## config.mk

```make
export PLATFORM = sky130hd
export DESIGN_NAME = offboard_gate_trigger_controller
export DESIGN_NICKNAME = d
export VERILOG_FILES = /design/src/sv/ogtc_pkg.sv /design/src/sv/offboard_gate_trigger_controller.sv
export SDC_FILE = /design/constraint.sdc
export NUM_CORES = 1
export LEC_CHECK = 0
export BUFFER_PORTS_ARGS = -buffer_cell sky130_fd_sc_hd__buf_2
export CORE_ASPECT_RATIO = 0.9
export CORE_MARGIN = 3
export CORE_UTILIZATION = 50
export CTS_CLUSTER_DIAMETER = 80
export DETAILED_ROUTE_END_ITERATION = 6
export GPL_TIMING_DRIVEN = 0
export PLACE_DENSITY = 0.67
export SYNTH_ARGS = -nofsm -noshare
export SYNTH_HDL_FRONTEND = slang
export SYNTH_SLANG_ARGS = --single-unit
```

## constraint.sdc

```tcl
create_clock -name clk -period 16.55 [get_ports clk]
set_input_delay 3.31 -clock clk [delete_from_list [all_inputs] [get_ports clk]]
set_output_delay 3.31 -clock clk [all_outputs]
set_load 0.02 [all_outputs]
```

## src/sv/ogtc_pkg.sv

```systemverilog
package ogtc_pkg;

  // Time counter width default (range 32 to 64)
  localparam int TIME_WIDTH_DEF = 48;

  // Event kinds
  localparam logic [2:0] FUNC_TICK    = 3'd0;
  localparam logic [2:0] FUNC_RC      = 3'd1;
  localparam logic [2:0] FUNC_STATUS  = 3'd2;
  localparam logic [2:0] FUNC_CONTROL = 3'd3;
  localparam logic [2:0] FUNC_HBEAT   = 3'd4;

  // Configuration register indexes
  localparam int CFG_IDX_W = 3;
  localparam int CFG_DATA_W = 24;
  localparam logic [CFG_IDX_W-1:0] CFG_BUTTON_MASK   = 3'd0;
  localparam logic [CFG_IDX_W-1:0] CFG_AUX_ON_LEVEL  = 3'd1;
  localparam logic [CFG_IDX_W-1:0] CFG_AUX_OFF_LEVEL = 3'd2;
  localparam logic [CFG_IDX_W-1:0] CFG_FRESH_TIMEOUT = 3'd3;
  localparam logic [CFG_IDX_W-1:0] CFG_OFFBOARD_CODE = 3'd4;
  localparam logic [CFG_IDX_W-1:0] CFG_WARMUP        = 3'd5;
  localparam logic [CFG_IDX_W-1:0] CFG_RETRY         = 3'd6;

  // Register reset values
  localparam logic [15:0]        RST_BUTTON_MASK   = 16'd1024;
  localparam logic signed [15:0] RST_AUX_ON_LEVEL  = 16'sd19661;  // 0.6 in Q1.15
  localparam logic signed [15:0] RST_AUX_OFF_LEVEL = 16'sd13107;  // 0.4 in Q1.15
  localparam logic [23:0]        RST_FRESH_TIMEOUT = 24'd500000;
  localparam logic [7:0]         RST_OFFBOARD_CODE = 8'd14;
  localparam logic [23:0]        RST_WARMUP        = 24'd1000000;
  localparam logic [23:0]        RST_RETRY         = 24'd500000;

  typedef struct packed {
    logic [2:0]         func;
    logic [47:0]        now_time;
    logic               rc_ok;
    logic signed [15:0] aux_level;
    logic [15:0]        buttons;
    logic [7:0]         nav_code;
  } ogtc_in_t;

  typedef struct packed {
    logic gate_is_open;
    logic request_armed;
    logic send_mode_command;
    logic forward_control;
    logic send_heartbeat;
  } ogtc_out_t;

endpackage

```

## src/sv/offboard_gate_trigger_controller.sv

```systemverilog
// Channel | Direction | Handshake              | Payload
// in      | input     | in_valid / in_ready    | in_data (ogtc_in_t)
// out     | output    | out_valid / out_ready  | out_data (ogtc_out_t)
// cfg     | input     | cfg_valid / cfg_ready  | cfg_index, cfg_data
//
// One item per cycle sustained while out_ready stays high; an accepted item passes the input register,
// then the event logic into the result register, which drives out_valid.
// The event path is a TIME_WIDTH-bit subtract and compare on the stored timestamps.
// Reset (rst_n low, synchronous) clears the valid flags and event state and loads register defaults.
// A stalled output holds one result while one more item waits in the input register.
// cfg_ready is always high.
module offboard_gate_trigger_controller #(
  parameter int TIME_WIDTH = ogtc_pkg::TIME_WIDTH_DEF
) (
  input  logic                                clk,
  input  logic                                rst_n,
  input  logic                                in_valid,
  output logic                                in_ready,
  input  ogtc_pkg::ogtc_in_t                  in_data,
  output logic                                out_valid,
  input  logic                                out_ready,
  output ogtc_pkg::ogtc_out_t                 out_data,
  input  logic                                cfg_valid,
  output logic                                cfg_ready,
  input  logic [ogtc_pkg::CFG_IDX_W-1:0]      cfg_index,
  input  logic [ogtc_pkg::CFG_DATA_W-1:0]     cfg_data
);
  import ogtc_pkg::*;

  // configuration registers
  logic [15:0]        button_mask_r;
  logic signed [15:0] aux_on_r;
  logic signed [15:0] aux_off_r;
  logic [23:0]        fresh_timeout_r;
  logic [7:0]         offb_code_r;
  logic [23:0]        warmup_r;
  logic [23:0]        retry_r;

  // pipeline registers
  logic      in_vld_r;
  ogtc_in_t  in_r;
  logic      out_vld_r;
  ogtc_out_t out_r;
  logic      adv;

  // event state
  logic                  rc_valid_r;
  logic signed [15:0]    aux_r;
  logic [15:0]           buttons_r;
  logic                  prev_btn_r, prev_btn_nxt;
  logic                  prev_aux_r, prev_aux_nxt;
  logic                  status_seen_r;
  logic [7:0]            nav_r;
  logic                  ctl_seen_r;
  logic [TIME_WIDTH-1:0] last_ctl_r;
  logic                  req_r, req_nxt;
  logic [TIME_WIDTH-1:0] req_start_r;
  logic                  cmd_sent_r, cmd_sent_nxt;
  logic [TIME_WIDTH-1:0] last_cmd_r;
  logic                  gate_r, gate_nxt;

  // tick datapath
  logic [TIME_WIDTH-1:0] now_w;
  logic [TIME_WIDTH-1:0] age_ctl, age_req, age_cmd;
  logic btn_on, aux_on, edge_hit, fresh, offb, send, tick;
  ogtc_out_t res;

  assign cfg_ready = 1'b1;

  // configuration writes
  always_ff @(posedge clk) begin
    if (!rst_n) begin
      button_mask_r   <= RST_BUTTON_MASK;
      aux_on_r        <= RST_AUX_ON_LEVEL;
      aux_off_r       <= RST_AUX_OFF_LEVEL;
      fresh_timeout_r <= RST_FRESH_TIMEOUT;
      offb_code_r     <= RST_OFFBOARD_CODE;
      warmup_r        <= RST_WARMUP;
      retry_r         <= RST_RETRY;
    end else if (cfg_valid) begin
      case (cfg_index)
        CFG_BUTTON_MASK:   button_mask_r   <= cfg_data[15:0];
        CFG_AUX_ON_LEVEL:  aux_on_r        <= $signed(cfg_data[15:0]);
        CFG_AUX_OFF_LEVEL: aux_off_r       <= $signed(cfg_data[15:0]);
        CFG_FRESH_TIMEOUT: fresh_timeout_r <= cfg_data;
        CFG_OFFBOARD_CODE: offb_code_r     <= cfg_data[7:0];
        CFG_WARMUP:        warmup_r        <= cfg_data;
        CFG_RETRY:         retry_r         <= cfg_data;
        default: ;
      endcase
    end
  end

  // handshake: input register drains into the result register
  assign adv       = in_vld_r && (!out_vld_r || out_ready);
  assign in_ready  = !in_vld_r || adv;
  assign out_valid = out_vld_r;
  assign out_data  = out_r;

  always_ff @(posedge clk) begin
    if (!rst_n) begin
      in_vld_r <= 1'b0;
    end else if (in_ready) begin
      in_vld_r <= in_valid;
    end
  end

  always_ff @(posedge clk) begin
    if (in_ready && in_valid) begin
      in_r <= in_data;
    end
  end

  // age of stored timestamps, modulo the time width
  assign now_w   = TIME_WIDTH'(in_r.now_time);
  assign age_ctl = now_w - last_ctl_r;
  assign age_req = edge_hit ? '0 : now_w - req_start_r;
  assign age_cmd = now_w - last_cmd_r;

  // trigger sources: masked buttons and aux hysteresis (on test first)
  always_comb begin
    btn_on = (buttons_r & button_mask_r) == button_mask_r;
    if (aux_r > aux_on_r) begin
      aux_on = 1'b1;
    end else if (aux_r < aux_off_r) begin
      aux_on = 1'b0;
    end else begin
      aux_on = prev_aux_r;
    end
  end

  // tick decision
  always_comb begin
    tick         = in_r.func == FUNC_TICK;
    edge_hit     = rc_valid_r && ((btn_on && !prev_btn_r) || (aux_on && !prev_aux_r));
    prev_btn_nxt = rc_valid_r && btn_on;
    prev_aux_nxt = rc_valid_r && aux_on;
    fresh        = ctl_seen_r && (age_ctl < TIME_WIDTH'(fresh_timeout_r));
    offb         = status_seen_r && (nav_r == offb_code_r);
    req_nxt      = edge_hit || (req_r && rc_valid_r && fresh);
    cmd_sent_nxt = cmd_sent_r && !edge_hit;
    send         = req_nxt && fresh && !offb &&
                   (age_req >= TIME_WIDTH'(warmup_r)) &&
                   (!cmd_sent_nxt || (age_cmd >= TIME_WIDTH'(retry_r)));
    gate_nxt     = req_nxt && fresh && offb;
  end

  // result of this item
  always_comb begin
    res = '0;
    res.gate_is_open  = gate_r;
    res.request_armed = req_r;
    case (in_r.func)
      FUNC_TICK: begin
        res.gate_is_open      = gate_nxt;
        res.request_armed     = req_nxt;
        res.send_mode_command = send;
      end
      FUNC_CONTROL: res.forward_control = gate_r;
      FUNC_HBEAT:   res.send_heartbeat  = req_r;
      default: ;
    endcase
  end

  // state update on each processed item
  always_ff @(posedge clk) begin
    if (!rst_n) begin
      rc_valid_r    <= 1'b0;
      aux_r         <= '0;
      buttons_r     <= '0;
      prev_btn_r    <= 1'b0;
      prev_aux_r    <= 1'b0;
      status_seen_r <= 1'b0;
      nav_r         <= '0;
      ctl_seen_r    <= 1'b0;
      last_ctl_r    <= '0;
      req_r         <= 1'b0;
      req_start_r   <= '0;
      cmd_sent_r    <= 1'b0;
      last_cmd_r    <= '0;
      gate_r        <= 1'b0;
    end else if (adv) begin
      case (in_r.func)
        FUNC_TICK: begin
          prev_btn_r <= prev_btn_nxt;
          prev_aux_r <= prev_aux_nxt;
          req_r      <= req_nxt;
          gate_r     <= gate_nxt;
          cmd_sent_r <= cmd_sent_nxt || send;
          if (edge_hit) begin
            req_start_r <= now_w;
          end
          if (send) begin
            last_cmd_r <= now_w;
          end
        end
        FUNC_RC: begin
          rc_valid_r <= in_r.rc_ok;
          aux_r      <= in_r.aux_level;
          buttons_r  <= in_r.buttons;
        end
        FUNC_STATUS: begin
          nav_r         <= in_r.nav_code;
          status_seen_r <= 1'b1;
        end
        FUNC_CONTROL: begin
          ctl_seen_r <= 1'b1;
          last_ctl_r <= now_w;
        end
        default: ;
      endcase
    end
  end

  // result register
  always_ff @(posedge clk) begin
    if (!rst_n) begin
      out_vld_r <= 1'b0;
    end else if (adv) begin
      out_vld_r <= 1'b1;
    end else if (out_ready) begin
      out_vld_r <= 1'b0;
    end
  end

  always_ff @(posedge clk) begin
    if (adv) begin
      out_r <= res;
    end
  end

  // gate never open without an armed request
  a_gate_needs_req: assert property (@(posedge clk) disable iff (!rst_n)
    gate_r |-> req_r)
    else $error("gate open without request");

  // mode command only on a tick, never while the gate is open
  a_cmd_on_tick: assert property (@(posedge clk) disable iff (!rst_n)
    (adv && send && tick) |=> (out_r.request_armed && !out_r.gate_is_open))
    else $error("mode command with gate open or no request");

  // a result reports at most one action
  a_one_action: assert property (@(posedge clk) disable iff (!rst_n)
    out_vld_r |-> $onehot0({out_r.send_mode_command, out_r.forward_control,
                            out_r.send_heartbeat}))
    else $error("more than one action in a result");

  // a waiting item is never dropped while the output stalls
  a_in_hold: assert property (@(posedge clk) disable iff (!rst_n)
    (in_vld_r && !adv) |=> in_vld_r)
    else $error("pending item lost");

  // result register only loads from a pending item
  a_out_source: assert property (@(posedge clk) disable iff (!rst_n)
    (!out_vld_r && !in_vld_r) |=> !out_vld_r)
    else $error("result without an item");

endmodule

```

==> results of run 1 <==
final timing paths:
check | startpoint | cells past startpoint | to | slack [ps]
worst min-delay path | last_ctl_r[30]$_SDFFE_PN0P_ | 2 | last_ctl_r[30]$_SDFFE_PN0P_ | 450
worst min register to register | last_ctl_r[30]$_SDFFE_PN0P_ | 2 | last_ctl_r[30]$_SDFFE_PN0P_ | 450
worst max-delay path | aux_on_r[5]$_SDFFE_PN0P_ | 27 | last_cmd_r[46]$_SDFFE_PN0P_ | 8080
worst max register to register | aux_on_r[5]$_SDFFE_PN0P_ | 27 | last_cmd_r[46]$_SDFFE_PN0P_ | 8080
sequential cells by signal, indices dropped and copies added, names as in the netlist, 24 cells and up:
name and count:
now_w 48, last_ctl_r 48, retry_r 24, req_start_r 48
last_cmd_r 48, fresh_timeout_r 24, warmup_r 24, in_r 44
final cells by class:
| type | count | area, um^2 |
|---|---|---|
| tap | 697 | 872 |
| inverter | 306 | 1150 |
| sequential | 419 | 9360 |
| fill | 5145 | 23000 |
| clock buffer | 57 | 1300 |
| antenna | 1 | 2.50 |
| clock inverter | 27 | 314 |
| timing repair buffer | 128 | 663 |
| multi-input combinational | 2603 | 15800 |
| buffer | 189 | 773 |
cells in the mapped netlist (14+ instances only):
master	n
a211oi_1	16
a21o_1	69
a21oi_1	487
a31oi_1	24
and3_1	14
clkbuf_1	161
dfxtp_1	322
edfxtp_1	97
ha_1	243
inv_1	305
mux2i_1	19
nand2_1	661
nand2b_1	17
nand3_1	86
nand4_1	92
nor2_1	174
nor2b_1	23
nor3_1	53
nor4_1	20
o211ai_1	59
o21a_1	45
o21ai_0	162
o21ai_1	14
o21bai_1	17
xnor2_1	58
xor2_1	45
placed cells by master (no fill, tap or decap), drive strengths merged, types with 10 or more instances in the layout:
cell type / count
nand2: 661
a21oi: 487
dfxtp: 322
inv: 310
ha: 243
clkbuf: 220
o21ai: 176
nor2: 174
buf: 154
edfxtp: 97
nand4: 92
nand3: 86
a21o: 69
o211ai: 59
xnor2: 58
nor3: 55
xor2: 45
o21a: 45
a31oi: 24
nor2b: 23
nor4: 21
mux2i: 19
nand2b: 17
o21bai: 17
a211oi: 17
clkinv: 16
and3: 14
a221oi: 11
and4: 11
a2111oi: 11
or3: 10
o31ai: 10
o22ai: 10
a21boi: 10
metal layers:
layer	vias to the layer above	global-route usage (%)	wire, um
met3	113	5.77	8600
li1	12700	-	-
met2	1057	44.3	36100
met1	12100	43.1	39500
met5	-	0	0
met4	0	8.18	2200
stage by stage:
stage               total power, W  area, um^2  hold WS [ps]  setup WS (ps)
floorplan                  0.00139       27100           432           9560
global placement           0.00152       28600           442           7830
detailed placement         0.00152       28600           447           8290
CTS                        0.00260       30200           455           8200
global route               0.00269       30200           469           7760
finish                     0.00260       30200           453           8080
kinds of logic after synthesis:
family                     after synthesis  synth area share [%]
buffers and inverters                  495                  7.10
and+or+nand+nor                       1202                  19.8
adders and majority gates              246                  11.5
other                                    1                0.0139
DFF                                    419                  34.6
xor gates and xnor gates               103                  3.33
AOI/OAI and AO/OA                     1030                  22.9
muxes                                   21                 0.786
critical path, delay by kind of cell, from the launching register on:
kind	cells	cell delay, ps
buffers and inverters	5	1410
AO/OA/AOI/OAI	11	3180
AND/OR/NAND/NOR	8	2560
flip-flops	1	330
multiplexers	1	180
adder cells (fa/ha/maj)	2	600
report_power, final:
part / internal (W) / switching [W] / leakage (nW)
registers: 0.00107 / 0.0000322 / 3.55
clock network: 0.000641 / 0.000441 / 0.800
logic: 0.000145 / 0.000263 / 6.85
==> impl_results.md, run 1 <==
* RSZ-0062 raised after global routing: false
* Peak VDD IR at between 0.08 and 0.09 mV
* Drt drc at 0
* Fin nets at between 4,000 and 5,000
* H-tree levels at 2
* Critical path startpoint category: register
* Final cell count without fillers at approximately 4,400
* Root Buffer: clkbuf_16
* Clock buffer depth at 3
* Starting Density at roughly half
* Max-cap viol count at 0
* Sequential fraction of the synthesis area at about a third
* Kind of critical path: register to register
* Worst Skew at 50.9 ps
* Clock sinks at 419
* DRT Pass-1 Iters at 5
* Relative slew slack at 17.6%
* Leakage at between 10 and 15 nW
* Crit end category: register
* Placed Cells at 4,342
* Ports at approximately 130
* Post-synth top area share at a little under a quarter
* Final slew viol count at 0
* CTS tree: yes
* Yosys reg bits at 419
* Period utilisation layout at 51.2%
* First-pass GRT wire length at ~130 mm
* Routed wire length at between 80 and 90 mm
* EDFF count, synth at 97
* I/O Buffers at about 130
* # rows at 80
* Gr ovfl total at 0
* # hold bufs at CTS at 0
* Vias per inst at 5.88
* Synth-to-Final Area Change at 11.7%
* GRT Overall Usage at between 20% and 30%
* Critical path required time at between 15,000 and 20,000 ps
* Fraction of registers with async set/reset at 0%
* Syn nets at 3,887
* Outcome: complete, no violations
* 1st-iter DRT viols at between 2,000 and 3,000
* Vias in the first global route at ~23,000
* Synth Cell Area at 0.0271 mm^2
* Final TNS setup at 0 ps
* Primary FF master, synth: dfxtp_1
* Crit path max-delay cell type: nor4_2
* Leading area contributor after synthesis: dfxtp_1
* Via count at about 26,000
* RD Place Congestion at roughly 0.96
* Final hold vios at 0
* Yosys cell types at 85
* Slew @ Worst Pin at approximately 1200 ps
* Utilization after layout at between 50 and 60%
* Clk_lat worst skew at roughly 600 ps
* Detail Route Antenna Nets at 0
* Leading post-synthesis cells by cell area: dfxtp_1, ha_1, edfxtp_1, nand2_1, a21oi_1
* CP arrival at slightly below 9000 ps
* YS warnings at 0
* Syn avg cell area at ~7.7 um^2
* Initial antenna violation count at 2
* Pin count of the biggest net entering global routing at approximately 50
* Die X at 251 um
* Peak Freq at 0.118 GHz
* Die height at between 200 and 250 um
* Pwr Density at 85.9 mW/mm^2
* Worst hold path class: register to register
* Total core area at roughly 0.053 mm^2
* Setup violators final at 0
* Share of layout cells above drive strength 1 at a little under 7%
* Crit path max fanout at 10
* Die area at about 0.057 mm^2
* DP Wirelength at 68.3 mm
* CTS Buf Count at 45
* WL/cell at between 15 and 20 um
* Synthesized netlist cell count at 3,517
* Cts repair resizes at 0
* Most used cell, CP: a21o_1
* Number of buffers added for setup after CTS at 0
* Largest stage delay, worst path at 870 ps
* Clock Pin Slew Worst Setup and Hold Paths at ~60 ps
* Crit path time final at approximately 8500 ps
Note: power is estimated with default switching activity, not from simulation.
==> run 2: changes to the inputs <==
--- a/config.mk
+++ b/config.mk
@@ -12,7 +12,7 @@
 export CTS_CLUSTER_DIAMETER = 80
 export DETAILED_ROUTE_END_ITERATION = 6
 export GPL_TIMING_DRIVEN = 0
-export PLACE_DENSITY = 0.67
+export PLACE_DENSITY = 0.7
 export SYNTH_ARGS = -nofsm -noshare
 export SYNTH_HDL_FRONTEND = slang
 export SYNTH_SLANG_ARGS = --single-unit
==> constraint.sdc (replaced) <==
create_clock -name clk -period 7.3 [get_ports clk]
set_input_delay 1.46 -clock clk [delete_from_list [all_inputs] [get_ports clk]]
set_output_delay 1.46 -clock clk [all_outputs]
set_load 0.02 [all_outputs]
==> run 2 against run 1 <==
  * Clock-buffer cell count increased by 9
  * Maximum frequency grew 21%
  * Register-to-register slack worse by 7800 ps
  * Via count is 0.60% higher
  * Clock power rose by 110%
  * Die area did not move
  * Sequential cell count did not move
  * Cell area shrank 0.38%
  * Sequential share of layout area grew 0.12 points
  * Core utilization shrank 0.22 points
  * Critical path depth fell by 7
  * Highest routed layer unchanged
==> impl_results.md, run 2 (synthesis results as in run 1) <==
* Commonest non-fill, non-tap cell in the layout: nand2_1
* Fin nets at roughly 4,000
* CTS Buf Count at between 40 and 50
* Utilization after layout at a little under three fifths
* Detail Route Antenna Nets at 0
* Crit path max fanout at 10
* Die X at approximately 250 um
* Final slew viol count at 0
* Final hold vios at 0
* Clk_lat worst skew at a little over 600 ps
* Fill cell count at 5,101
* Synth-to-Final Area Change at 11.3%
* Die height at approximately 230 um
* Final cell count without fillers at ~4,400
* Reg2Reg Setup Slack at slightly above 300 ps
* Critical path startpoint category: register
* Period utilisation layout at between 90% and 100%
* Final TNS setup at 0 ps
* Most frequent cells in the layout: nand2_1, a21oi_1, dfxtp_1
* Crit end category: register
* CP arrival at 7470 ps
* Worst hold path class: register to register
* Share of layout cells above drive strength 1 at 6.54%
* Placed Cells at roughly 4,300
* DP Wirelength at just under 70 mm
* Pwr Density at 188 mW/mm^2
* RD Place Congestion at approximately 1.0
* DRT Pass-1 Iters at 6
* Crit path time final at between 6000 and 7000 ps
* Vias per inst at 5.91
* Total Power at approximately 0.0057 W
* Critical path required time at ~8000 ps
* Peak Freq at 0.143 GHz
* Initial antenna violation count at 1
* Relative slew slack at a little under a quarter
* Power Internal at around 0.0040 W
* Root Buffer: clkbuf_16
* Reg area at 0.00936 mm^2
* Die area at between 0.05 and 0.06 mm^2
* Outcome: complete, no violations
* WL/cell at 19.5 um
* Total core area at ~0.053 mm^2
* Switching share of power at between 20% and 30%
* H-tree levels at 2
* Kind of critical path: register to register
* Combinational Power Share at approximately 16%
* I/O Buffers at 127
* Clock buffer depth at 3
* Leakage at around 11 nW
* Peak VDD IR at just under 0.2 mV
* First-pass GRT wire length at ~130 mm
* Switching power at 0.00164 W
* Drt drc at 0
* Ports at about 130
* Seq pwr share at around 44%
* Clock Pin Slew Worst Setup and Hold Paths at roughly 60 ps
* 1st-iter DRT viols at 2,577
* Pin count of the biggest net entering global routing at 53
* Setup violators final at 0
* Gr ovfl total at 0
* Hold Worst Slack at ~450 ps
* Slew @ Worst Pin at 1140 ps
* Multi-input logic area at 0.0158 mm^2
* Clock power frac at between 30% and 40%
* Via count at between 20,000 and 30,000
* Clock sinks at ~420
* Max-cap viol count at 0
* # rows at 80
* GRT Overall Usage at around 30%
* RSZ-0062 raised after global routing: false
* Vias in the first global route at about 24,000
* Routed wire length at 86.2 mm
* CTS tree: yes
* Worst Skew at around 57 ps
* Starting Density at between 50% and 60%
-- run 2: critical path, stage by stage, from the launching register on --
cell and delay [ps]:
edfxtp_1 750, ha_1 330, nor2b_1 140, o2111ai_1 370, a21oi_1 140, o21ai_0 430
a22oi_1 290, xor2_1 210, ha_1 240, a2111o_1 380, a2111oi_0 680, o2111ai_1 270
a2111oi_2 340, o2111a_1 250, nand4_1 120, nor4_1 360, nand4b_1 250, o311ai_2 420
clkbuf_1 550, o21ai_0 180, a21oi_1 150
-- run 2: worst paths after layout --
kind | cells after the start | start | end
min | 2 | req_start_r[25]$_SDFFE_PN0P_ | req_start_r[25]$_SDFFE_PN0P_
max | 20 | now_w[1]$_DFFE_PP_ | last_cmd_r[45]$_SDFFE_PN0P_
max reg2reg | 20 | now_w[1]$_DFFE_PP_ | last_cmd_r[45]$_SDFFE_PN0P_
min reg2reg | 2 | req_start_r[25]$_SDFFE_PN0P_ | req_start_r[25]$_SDFFE_PN0P_
-- run 2: per-layer routing --
metal / vias to the layer above / global-route usage (%) / routed length (um) / share of wire [%]
met2: 1022 / 44.5 / 36200 / 42
met1: 12300 / 43.6 / 39500 / 46
met3: 133 / 5.17 / 8260 / 9.6
met4: 0 / 8.21 / 2170 / 2.5
li1: 12700 / - / - / -
met5: - / 0 / 0 / 0
-- run 2: repair_timing --
item | 4_1_cts | 5_1_grt
cloned | 0 | 0
endpoints found under the setup margin | 50 | 49
hold buffers | 0 | 0
gates resized for setup | 3 | 13
pin swaps | 1 | 3
buffers inserted | 2 | 0
hold endpoints to repair | 0 | 0
-- run 2: power groups by stage --
stage | Combinational [W] | Sequential (W) | Clock, W
final | 0.000931 | 0.00251 | 0.00222
after global routing | 0.00103 | 0.00251 | 0.00234
after CTS | 0.000904 | 0.00250 | 0.00226
after detailed placement | 0.000896 | 0.00255 | 0
after global placement | 0.000889 | 0.00256 | 0
after floorplan | 0.000627 | 0.00252 | 0
-- run 2: metrics by stage --
step | instance area [um^2] | worst slack, ps
after detailed placement | 28600 | -745
after floorplan | 27100 | 1430
after CTS | 30100 | 54.4
after global placement | 28600 | -1460
after global routing | 30100 | 22.3
final | 30100 | 307
-- run 2: area by class of cell --
| class | count | share of cell area (%) |
|---|---|---|
| clock inverters | 16 | 0.511 |
| well taps | 697 | 2.90 |
| clock buffers | 66 | 4.24 |
| multi-input cells | 2603 | 52.6 |
| plain buffers | 188 | 2.58 |
| diodes | 2 | 0.0166 |
| repair buffers | 131 | 2.27 |
| flip-flops and latches | 419 | 31.1 |
| inverters | 306 | 3.81 |
